`src/rtl/core/mep_pkg.sv`:
```
package mep_pkg;

    // Fixed-point format of every real value: two's complement, 64 bits.
    localparam int FRAC_BITS = 59;
    // Pixel indices at or beyond this value are clamped to it minus one.
    localparam int COORD_MAX = 4096;
    // Width of the usable part of the iteration limit.
    localparam int ITER_BITS = 16;

    localparam logic [15:0] ITER_MASK = 16'((64'd1 << ITER_BITS) - 64'd1);

    localparam logic [63:0] Q_MAX = 64'h7FFF_FFFF_FFFF_FFFF;
    localparam logic [63:0] Q_MIN = 64'h8000_0000_0000_0000;

    // Clamped index and signed offset from the image middle.
    localparam int IDX_W  = 17;
    localparam int DIFF_W = 18;

    // Color offset added to the scaled escape count.
    localparam logic [7:0] COLOR_BIAS = 8'd5;

    // Configuration register indices.
    localparam logic [2:0] REG_CENTER_X  = 3'd0;
    localparam logic [2:0] REG_CENTER_Y  = 3'd1;
    localparam logic [2:0] REG_STEP      = 3'd2;
    localparam logic [2:0] REG_LIMIT     = 3'd3;
    localparam logic [2:0] REG_MAX_ITER  = 3'd4;
    localparam logic [2:0] REG_WIDTH     = 3'd5;
    localparam logic [2:0] REG_HEIGHT    = 3'd6;

    // Reset values of the configuration registers.
    localparam logic [63:0] CENTER_X_RST = 64'(-64'sd428681081047376314);
    localparam logic [63:0] CENTER_Y_RST = 64'd75992493804103270;
    localparam logic [62:0] STEP_RST     = 63'd10540584856;
    localparam logic [62:0] LIMIT_RST    = 63'd2305843009213693952;
    localparam logic [15:0] MAX_ITER_RST = 16'd1000;
    localparam logic [12:0] WIDTH_RST    = 13'd800;
    localparam logic [12:0] HEIGHT_RST   = 13'd600;

    // Multiplier operations; the operation also names the destination register.
    localparam logic [2:0] MOP_NONE = 3'd0;
    localparam logic [2:0] MOP_CX   = 3'd1;
    localparam logic [2:0] MOP_CY   = 3'd2;
    localparam logic [2:0] MOP_XY   = 3'd3;
    localparam logic [2:0] MOP_XX   = 3'd4;
    localparam logic [2:0] MOP_YY   = 3'd5;

    // Product scaling.
    localparam logic [1:0] SH_ZERO  = 2'd0;
    localparam logic [1:0] SH_FRAC  = 2'd1;
    localparam logic [1:0] SH_FRAC1 = 2'd2;

    // Datapath operations.
    localparam logic [2:0] AOP_NONE    = 3'd0;
    localparam logic [2:0] AOP_INIT    = 3'd1;
    localparam logic [2:0] AOP_DIFF    = 3'd2;
    localparam logic [2:0] AOP_XNEW    = 3'd3;
    localparam logic [2:0] AOP_MAG     = 3'd4;
    localparam logic [2:0] AOP_DIVINIT = 3'd5;
    localparam logic [2:0] AOP_DIVSTEP = 3'd6;

    // Jump conditions.
    localparam logic [1:0] J_NEXT    = 2'd0;
    localparam logic [1:0] J_IF_END  = 2'd1;
    localparam logic [1:0] J_IF_CONT = 2'd2;

    localparam int PC_W = 6;
    localparam logic [PC_W-1:0] PC_LOOP = PC_W'(8);
    localparam logic [PC_W-1:0] PC_FIN  = PC_W'(24);

    typedef struct packed {
        logic [2:0]      mop;
        logic [2:0]      aop;
        logic [1:0]      jcond;
        logic [PC_W-1:0] target;
        logic            fin;
    } ctrl_t;

    typedef struct packed {
        logic at_end;
        logic cont;
    } seq_flags_t;

    typedef struct packed {
        logic        vld;
        logic [63:0] a;
        logic [63:0] b;
        logic [63:0] off;
        logic [1:0]  shsel;
        logic [2:0]  dst;
    } mul_req_t;

    typedef struct packed {
        logic        vld;
        logic [2:0]  dst;
        logic [63:0] val;
    } mul_rsp_t;

    function automatic logic [63:0] sat_add(input logic [63:0] a, input logic [63:0] b);
        logic [63:0] s;
        s = a + b;
        if (a[63] == b[63] && s[63] != a[63]) begin
            sat_add = a[63] ? Q_MIN : Q_MAX;
        end
        else begin
            sat_add = s;
        end
    endfunction

    // Signed offset of a pixel index from half the image size.
    function automatic logic [DIFF_W-1:0] coord_diff(input logic [11:0] idx,
                                                     input logic [12:0] size);
        logic [IDX_W-1:0] cl;
        cl = IDX_W'(idx);
        if (cl >= IDX_W'(COORD_MAX)) begin
            cl = IDX_W'(COORD_MAX - 1);
        end
        coord_diff = {1'b0, cl} - DIFF_W'(size[12:1]);
    endfunction

    // Microprogram. One iteration of z = z^2 + c runs from PC_LOOP to the
    // conditional jump back; the empty steps cover the latency of the multiplier,
    // whose result is readable only after its register stages and write-back.
    function automatic ctrl_t ucode(input logic [PC_W-1:0] pc);
        ctrl_t w;
        w = '0;
        case (pc) inside
            PC_W'(0):
            begin
                w.mop = MOP_CX;
                w.aop = AOP_INIT;
            end
            PC_W'(1):  w.mop = MOP_CY;
            PC_W'(7):
            begin
                w.jcond  = J_IF_END;
                w.target = PC_FIN;
            end
            PC_LOOP:   w.mop = MOP_XY;
            PC_W'(14): w.aop = AOP_DIFF;
            PC_W'(15):
            begin
                w.aop = AOP_XNEW;
                w.mop = MOP_YY;
            end
            PC_W'(16): w.mop = MOP_XX;
            PC_W'(22): w.aop = AOP_MAG;
            PC_W'(23):
            begin
                w.jcond  = J_IF_CONT;
                w.target = PC_LOOP;
            end
            PC_FIN:    w.aop = AOP_DIVINIT;
            [PC_FIN + PC_W'(1) : PC_FIN + PC_W'(8)]: w.aop = AOP_DIVSTEP;
            PC_FIN + PC_W'(9): w.fin = 1'b1;
            default:   w = '0;
        endcase
        ucode = w;
    endfunction

endpackage

```
`src/rtl/core/mep_seq.sv`:
```
module mep_seq
    import mep_pkg::*;
(
    input  logic       clk,
    input  logic       rst_n,
    input  logic       start,
    input  seq_flags_t flags,
    output ctrl_t      ctrl,
    output logic       busy
);

    logic [PC_W-1:0] pc_reg, pc_next;
    logic            busy_reg, busy_next;
    logic            taken;

    always_comb
    begin
        ctrl = busy_reg ? ucode(pc_reg) : '0;
        case (ctrl.jcond)
            J_IF_END:  taken = flags.at_end;
            J_IF_CONT: taken = flags.cont;
            default:   taken = 1'b0;
        endcase

        pc_next   = pc_reg;
        busy_next = busy_reg;
        if (start && !busy_reg) begin
            pc_next   = '0;
            busy_next = 1'b1;
        end
        else if (busy_reg) begin
            if (ctrl.fin) begin
                busy_next = 1'b0;
            end
            else if (taken) begin
                pc_next = ctrl.target;
            end
            else begin
                pc_next = pc_reg + PC_W'(1);
            end
        end
    end

    always_ff @(posedge clk or negedge rst_n)
    begin
        if (!rst_n) begin
            pc_reg   <= '0;
            busy_reg <= 1'b0;
        end
        else begin
            pc_reg   <= pc_next;
            busy_reg <= busy_next;
        end
    end

    assign busy = busy_reg;

endmodule

```
`config.mk`:
```
export PLATFORM = sky130hd
export DESIGN_NAME = mep_seq
export DESIGN_NICKNAME = d
export VERILOG_FILES = /design/src/rtl/core/mep_pkg.sv /design/src/rtl/core/mep_seq.sv
export SDC_FILE = /design/constraint.sdc
export NUM_CORES = 1
export LEC_CHECK = 0
export BUFFER_PORTS_ARGS = -buffer_cell sky130_fd_sc_hd__buf_2
export CORE_MARGIN = 5
export CORE_UTILIZATION = 55
export DETAILED_ROUTE_END_ITERATION = 10
export PLACE_DENSITY_LB_ADDON = 0.15
export RECOVER_POWER = 100
export SLEW_MARGIN = 25
export SYNTH_ARGS = -nofsm -noshare
export SYNTH_HDL_FRONTEND = slang
export SYNTH_SLANG_ARGS = --single-unit
```
`constraint.sdc`:
```
create_clock -name clk -period 4.5 [get_ports clk]
set_clock_uncertainty 0.2 [all_clocks]
set_input_delay 0.675 -clock clk [delete_from_list [all_inputs] [get_ports clk]]
set_output_delay 0.675 -clock clk [all_outputs]
set_load 0.03 [all_outputs]
```
After elaboration in Yosys (flattened, before gate mapping)
Cells that the tools add are included.

operators by class
  add/sub/neg operators = 1
  magnitude comparators = 2
  equal/unequal tests = 13
  multiplexer cells = 48
  reductions and logical operators = 6

operators by type and width
  cell                 number
  $mux 8               9
  $mux 3               18
  $eq 6x5->1 const B   4
  $mux 6               4
  $eq 6x4->1 const B   3
  $mux 1               15
  $mux 15              1
  $add 6x1->6 const B  1
  $eq 6x1->1 const B   1
  $eq 6x3->1 const B   1
  $eq 6x6->1 const B   1
  $ge 6x5->1 const B   1
  $le 6x6->1 const B   1
  $logic_not 6->1      1
  $eq 2x1->1 const B   1
  $eq 2x2->1 const B   1
  $logic_and 1x1->1    2
  $ne 2x1->1 const B   1
  $pmux 1 s2           1
  $reduce_and 2->1     1
  $reduce_bool 2->1    1
  $logic_not 1->1      1

word-level totals
  bits in registers = 7
  output and inout bits = 16
  word-level logic and storage cells = 72

Logic depth before layout (Yosys ltp)
Gate-level depths: netlist (run 1).

  depth in word-level cells = 20
  gate-level depth with buffers = 10
  gate-level depth less buffers = 10

Worst setup path before layout (run 1)
OpenSTA, ideal clock, no wires.

  kind = reg-to-reg
  start point = register pc_reg[4]
  end point = register pc_reg[3]
  setup time = 122 ps
  arrival time = 2,608 ps
  slack = 1,571 ps
  stages on the path, launching flop included = 9
  period minus slack after synthesis = 2,929 ps
  cells stage by stage = dfrtp_1 > buf_2 > or2_2 > nor3_2 > inv_1 > ha_1 > nor2_1 > mux2_2 > a32o_1

between the ends
  longest elaborated chain between the ends = 17
  elaborated cells on any way between the ends = 45

ends and longest elaborated chain
  what                                                 line           source
  start, declared                                      mep_seq.sv:12  logic [PC_W-1:0] pc_reg, pc_next;
  start signal, assigned                               mep_seq.sv:51  pc_reg <= pc_next;
  branches (longest 10 deep; another with $ge 6x5->1)  -
  $mux 15 (*)                                          mep_seq.sv:18  ctrl = busy_reg ? ucode(pc_reg) : '0;
  $eq 2x2->1 / $eq 2x1->1 (equally long branches)      mep_seq.sv:19  case (ctrl.jcond)
  $pmux 1 s2                                           mep_seq.sv:19
  $mux 6                                               mep_seq.sv:35  else if (taken) begin
  $mux 6                                               mep_seq.sv:32  if (ctrl.fin) begin
  $mux 6                                               mep_seq.sv:31  else if (busy_reg) begin
  $mux 6                                               mep_seq.sv:27  if (start && !busy_reg) begin

Every way passes the cells marked *. The select of a mux whose other input is x is not followed.
A chain may end at the register's enable or synchronous reset.

Worst setup path after layout (run 1)
  start point = register pc_reg[4]
  end point = register pc_reg[2]

Same word-level chain as after synthesis.

==> metrics.csv, run 1 <==
stage,metric,value,unit
pwr,report.power.total,0.636,mW
clocking,cts_sinks,7,
synth,yosys_warnings,0,
global_route,grt_pass1_vias,709,
synth,netlist_area,837,um2
worst_setup_path,worstSetupStartpointType,flip-flop,
finish,drive_gt1_share,11.2,%
pwr,leakage,0.384,nW
worst_setup_path,path_class,flip-flop to flip-flop,
synth,ys_seq_elements,7,
synth,async_reset_ff_share,100,%
clocking,htreeDepth,1,
timing,fin_crit_sh,67.8,%
route,dr.first_iter.drc_count,13,
placement,finalWeightedCongestion,0.805,
pwr,irDropWorstVdd,0.364,mV
worst_setup_path,worst_ep_arrival_time,3.00,ns
global_route,grt_usage,17.1,%
synth,synthTopCellsByArea,"dfrtp_1, ha_1, buf_4",
clocking,clk_pin_slew,0.05,ns
timing,whs,0.0998,ns
worst_setup_path,rr_startpoint,pc_reg[4],
worst_setup_path,r2r_end,pc_reg[2],
min_path,min_path_type,input port to asynchronous set/reset pin,
timing,rsz0062_at_grt,false,
route,drtAntennaViolNets,0,
finish,area_delta_synth_final,4.93,%
floorplanning,dieArea,0.00240,mm2
worst_setup_path,cp_max_fo,20,
route,wirelength,1930,um
pwr,pwr_density_cell,724,mW/mm2
timing,fmax,328,MHz
synth,yosysTopAreaCell,dfrtp_1,
finish,largest_reg_flops,6,
floorplanning,dieHeight,49.0,um
placement,port_buffers,16,
worst_setup_path,crit_start,pc_reg[4],
clocking,cts_setup_buffers,0,
floorplanning,rows,14,
clocking,cts-buffers-inserted,3,
worst_setup_path,reg2regPathDepth,7,
synth,yosysSeqAreaShare,20.9,%
route,drtPass1Iterations,4,
finish,regArea,175,um2
route,wl_per_cell,14.7,um
clocking,cts_resized,0,
worst_setup_path,cp-end-kind,flip-flop,
route,vias_per_cell,6.14,
floorplanning,initial_core_util,56.9,%
global_route,grt_pass1_wl,3210,um
floorplanning,io_pins,21,
worst_setup_path,worstPathRequired,4.45,ns
placement,place_hpwl,1400,um
finish,fin_nets,129,
synth,syn_inst,105,
timing,fin_crit,3.05,ns
clocking,hold_buffers,0,
timing,tns,0,ns
timing,max_slew_margin,59.0,%
route,drc,0,
global_route,grt_max_degree,21,
synth,synth_ff_type,dfrtp_1,
worst_setup_path,crit_end,pc_reg[2],
global_route,antenna_found_initial,0,
clocking,root_buffer,clkbuf_4,
synth,syn_area_per_cell,7.97,um2
global_route,grt_overflow,0,
timing,setup_viol,0,
route,num_vias,810,
status,status,completed,
clocking,cts_buffer_depth,2,
synth,synth_top_area_share,20.9,%
timing,hold_violations,0,
timing,drv_slew,0,
floorplanning,chipWidth,49.0,um
clocking,clk_latency,0.26,ns
finish,multi_input_area,567,um2
finish,n_antenna_cell,0,
timing,tightest_slew,0.616,ns
floorplanning,core,0.00147,mm2
worst_setup_path,worst-r2r-setup-slack,1.45,ns
run,drv_cap,0,
finish,nFillCells,152,
synth,synth_edf_count,0,
synth,synth_cell_types,40,
clocking,cts_tree,done,
## worst min path at each step
stage / startpoint / to / depth (start not counted)
5_1_grt: rst_n / pc_reg[2] / 1
2_1_floorplan: rst_n / busy / 0
4_1_cts: rst_n / busy / 1
3_5_place_dp: rst_n / busy / 1
6_report: rst_n / pc_reg[0] / 1
3_3_place_gp: rst_n / busy / 1
## kinds of logic (layout without fill, tap and decap cells)
group / after synthesis / in the layout / share of synthesized area (%)
and+or+nand+nor: 39 / 39 / 25.4
AOI/OAI and AO/OA: 28 / 28 / 25.9
buffers and inverters: 19 / 27 / 12.1
adders and majority gates: 7 / 7 / 10.5
DFF: 7 / 7 / 20.9
muxes: 3 / 3 / 3.74
other: 1 / 4 / 0.448
xor gates and xnor gates: 1 / 1 / 1.05
## where the power goes
group	internal, mW	switching [mW]	leakage (nW)
combinational	0.153	0.245	0.286
clock	0.0340	0.0262	0.0150
sequential	0.0909	0.0873	0.0830
## cell usage after synthesis (all sizes together) (2+ instances only)
cell type / n
a211oi: 2
ha: 7
mux2i: 2
dfrtp: 7
nor2: 10
o21ai: 5
nand3: 2
nand2b: 3
nor2b: 3
o22ai: 3
nand2: 7
o311ai: 2
nor3: 3
inv: 7
buf: 12
or2: 2
and3: 3
nand4: 3
a21oi: 5
## final cells by class
cell class              count  area share [%]
multi-input cells          82            64.5
flip-flops and latches      7            19.9
clock buffers               4            2.99
repair buffers             16            7.26
well taps                  16            2.28
inverters                   7            2.99
## critical path, cell delays in order (launching register included)
cell	delay (ns)
dfrtp_1	0.60
or2_2	0.41
nor3_1	0.45
inv_1	0.09
ha_1	0.32
o21ai_0	0.46
o22ai_1	0.16
a22o_1	0.25
## placed cells by master (no fill, tap or decap), types with 2 or more instances in the layout
cell type | synthesis | routed
nand2b_1 | 2 | 2
nand3_1 | 2 | 2
mux2i_1 | 2 | 2
and3_1 | 3 | 3
nand2_1 | 6 | 6
conb_1 | 1 | 4
nor2_1 | 10 | 10
a211oi_1 | 2 | 2
a21oi_1 | 5 | 5
or2_2 | 2 | 2
o22ai_1 | 3 | 3
clkbuf_4 | 0 | 3
o311ai_0 | 2 | 2
nor2b_1 | 3 | 3
dfrtp_1 | 7 | 7
clkbuf_1 | 0 | 14
ha_1 | 7 | 7
nand4_1 | 3 | 3
o21ai_0 | 5 | 5
inv_1 | 7 | 7
buf_2 | 6 | 3
nor3_1 | 2 | 3
## through the flow
step	setup WS [ns]	util [%]	cell area, um2	std cells
final	1.45	59.7	878	132
after global routing	1.18	59.7	878	132
after CTS	1.60	61.1	900	132
after detailed placement	1.64	59.4	873	128
after global placement	1.69	59.4	873	128
after floorplan	1.57	-	848	108
## routing by layer
layer  vias to the layer above  global-route usage (%)  part of all wire [%]
met3                         5                    5.50                   4.9
met1                       384                    20.9                    44
met5                         -                       0                     0
met4                         0                    8.07                   1.9
li1                        395                       -                     -
met2                        26                    27.0                    49
Note: power is estimated with default switching activity, not from simulation.
==> inputs of run 2 (changes only) <==
Settings changed: CORE_UTILIZATION 55 to 47.
Clock period 4.5 ns to 2.6 ns, I/O delays scaled along.
==> run 2 against run 1 <==
Die area is 13% higher. Utilization is 0.60 points higher. Sequential share of layout area is 2.9 points lower. Clock power is 73% higher. Count of clock-buffer cells in the layout stayed put. Largest cell class unchanged. Non-clock buffer count is 9 higher. First-iteration DRC count is 140% higher. Combinational power is 140% higher. Via count is 2.0% higher. Hold slack better by 0.25 ns.
==> metrics.csv, run 2 (synthesized netlist as in run 1, its figures left out) <==
stage,metric,value,unit
pwr,internal_power,0.590,mW
worst_setup_path,cp-end-kind,output pin,
route,num_vias,826,
timing,fin_crit_sh,95.7,%
global_route,grt_use_met2,25.5,%
worst_setup_path,cp_num_cells,7,
clocking,clk_latency,0.26,ns
clocking,htreeDepth,1,
global_route,grt.busiest_layer,met2,
floorplanning,io_pins,21,
pwr,irDropWorstVdd,0.713,mV
pwr,p_sw_share,53.9,%
global_route,grt_usage,17.0,%
worst_setup_path,path_class,flip-flop to output pin,
worst_setup_path,cp_max_fo,6,
worst_setup_path,worst_ep_arrival_time,1.90,ns
global_route,met3_usage,4.56,%
finish,final_cell_mix,"buf_2, nor2_1, buf_4, dfrtp_1, nand2_1",
finish,regArea,175,um2
global_route,grt_pass1_wl,3400,um
route,drc,0,
worst_setup_path,rr_startpoint,pc_reg[0],
global_route,grt_max_degree,20,
worst_setup_path,crit_path_top_delay_cell,dfrtp_1,
clocking,cts_tree,done,
finish,multi_input_area,623,um2
timing,setup_viol,0,
timing,hold_violations,0,
global_route,antenna_found_initial,0,
finish,final_common_cell,buf_2,
placement,placedCellCount,144,
clocking,cts-buffers-inserted,3,
pwr,leakage,0.468,nW
worst_setup_path,crit_buf_inv,2,
finish,n_antenna_cell,0,
worst_setup_path,slowest_delay,0.42,ns
worst_setup_path,worstPathRequired,2.01,ns
finish,drive_gt1_share,33.6,%
global_route,grt_pass1_vias,743,
floorplanning,rows,15,
pwr,power_frac_comb,76.0,%
floorplanning,dieHeight,52.2,um
global_route,grt.met1_usage,23.3,%
route,vias_per_cell,5.51,
min_path,min_path_type,input port to flip-flop,
route,wirelength,2170,um
route,dr.first_iter.drc_count,31,
clocking,cts_sinks,7,
pwr,clkPwrFrac,8.1,%
route,drtPass1Iterations,4,
floorplanning,dieArea,0.00272,mm2
worst_setup_path,worstSetupStartpointType,flip-flop,
worst_setup_path,crit_start,pc_reg[1],
placement,port_buffers,16,
worst_setup_path,crit_chain,inv_1 > ha_2 > nor2b_4 > nand2_1 > o22ai_1 > o311a_1 > buf_2,
clocking,cts_buffer_depth,2,
pwr,pwr-share-seq,15.9,%
floorplanning,core,0.00171,mm2
min_path,worstHoldStart,start,
finish,nFillCells,166,
worst_setup_path,crit_family,flip-flops,
pwr,pwr_density_cell,1240,mW/mm2
finish,fin_nets,138,
finish,area_delta_synth_final,23.0,%
global_route,grt_overflow,0,
status,status,completed,
timing,drv_slew,0,
finish,largest_reg_flops,6,
pwr,switching_power,0.690,mW
placement,place_hpwl,1580,um
worst_setup_path,reg2regPathDepth,9,
route,wl_per_cell,14.5,um
timing,fmax,402,MHz
route,drtAntennaViolNets,0,
clocking,clk_pin_slew,0.06,ns
floorplanning,initial_core_util,49.0,%
finish,layoutNonFillerInstCount,150,
placement,finalWeightedCongestion,0.783,
min_path,hold_depth,3,
timing,fin_crit,2.49,ns
finish,final_core_util,60.3,%
clocking,root_buffer,clkbuf_4,
run,drv_cap,0,
floorplanning,chipWidth,52.2,um
-- run 2: cell count changes in the layout (fill, tap and decap cells not counted), moves of 2 or more --
cell and change:
buf_4 +8, inv_1 -2, ha_2 +2, ha_1 -2, inv_2 +2, buf_2 +8, clkbuf_1 -9
-- run 2: path summary, 6_finish.rpt --
kind	endpoint	slack, ns
worst max-delay path	ctrl[10]	0.11
worst min-delay path	pc_reg[3]	0.35
worst max register to register	pc_reg[3]	0.14
worst min register to register	pc_reg[1]	0.48
max in group asynchronous	pc_reg[3]	1.55
min in group asynchronous	pc_reg[2]	0.36
-- run 2: layout make-up --
type,instances,area share [%]
Clock buffer,4,2.55
Inverter,7,2.55
Tap cell,25,3.04
Multi-Input combinational cell,82,60.5
Timing Repair Buffer,25,14.3
Sequential cell,7,17.0
-- run 2: per-layer routing --
layer | part of all wire [%] | up-vias
li1 | - | 412
met2 | 49 | 19
met4 | 1.3 | 0
met1 | 46 | 391
met3 | 4.0 | 4
met5 | 0 | -
-- run 2: power by group through the flow --
stage / sequential (mW) / clock, mW / combinational (mW)
global placement: 0.198 / 0 / 0.906
CTS: 0.198 / 0.109 / 0.917
finish: 0.203 / 0.104 / 0.973
detailed placement: 0.200 / 0 / 0.909
floorplan: 0.197 / 0 / 0.712
global route: 0.210 / 0.116 / 1.06
-- run 2: metrics by stage --
stage | hold WS, ns | setup slack, ns | area (um2) | setup TNS (ns) | power [mW]
global route | 0.358 | -0.0206 | 1030 | -0.0206 | 1.38
floorplan | -0.106 | 0.00352 | 862 | 0 | 0.909
CTS | 0.287 | 0.0170 | 987 | 0 | 1.22
detailed placement | 0.0352 | -0.0270 | 948 | -0.0270 | 1.11
global placement | 0.0335 | -0.00889 | 948 | -0.00889 | 1.10
finish | 0.346 | 0.113 | 1030 | 0 | 1.28
-- run 2: worst reg2reg max path: cells and delay by family (launching register included) --
kind,cells,cell delay [ns]
adder cells (fa/ha/maj),2,0.50
multiplexers,1,0.34
buffers and inverters,1,0.09
AO/OA/AOI/OAI,1,0.25
AND/OR/NAND/NOR,4,0.56
flip-flops,1,0.42
-- run 2: what timing repair did --
action | in CTS | in global routing
setup endpoints to repair | 3 | 7
buffers inserted | 0 | 1
endpoints found under the hold margin | 7 | 0
hold buffers | 1 | 0
pin swaps | 0 | 3
resized for setup | 2 | 12
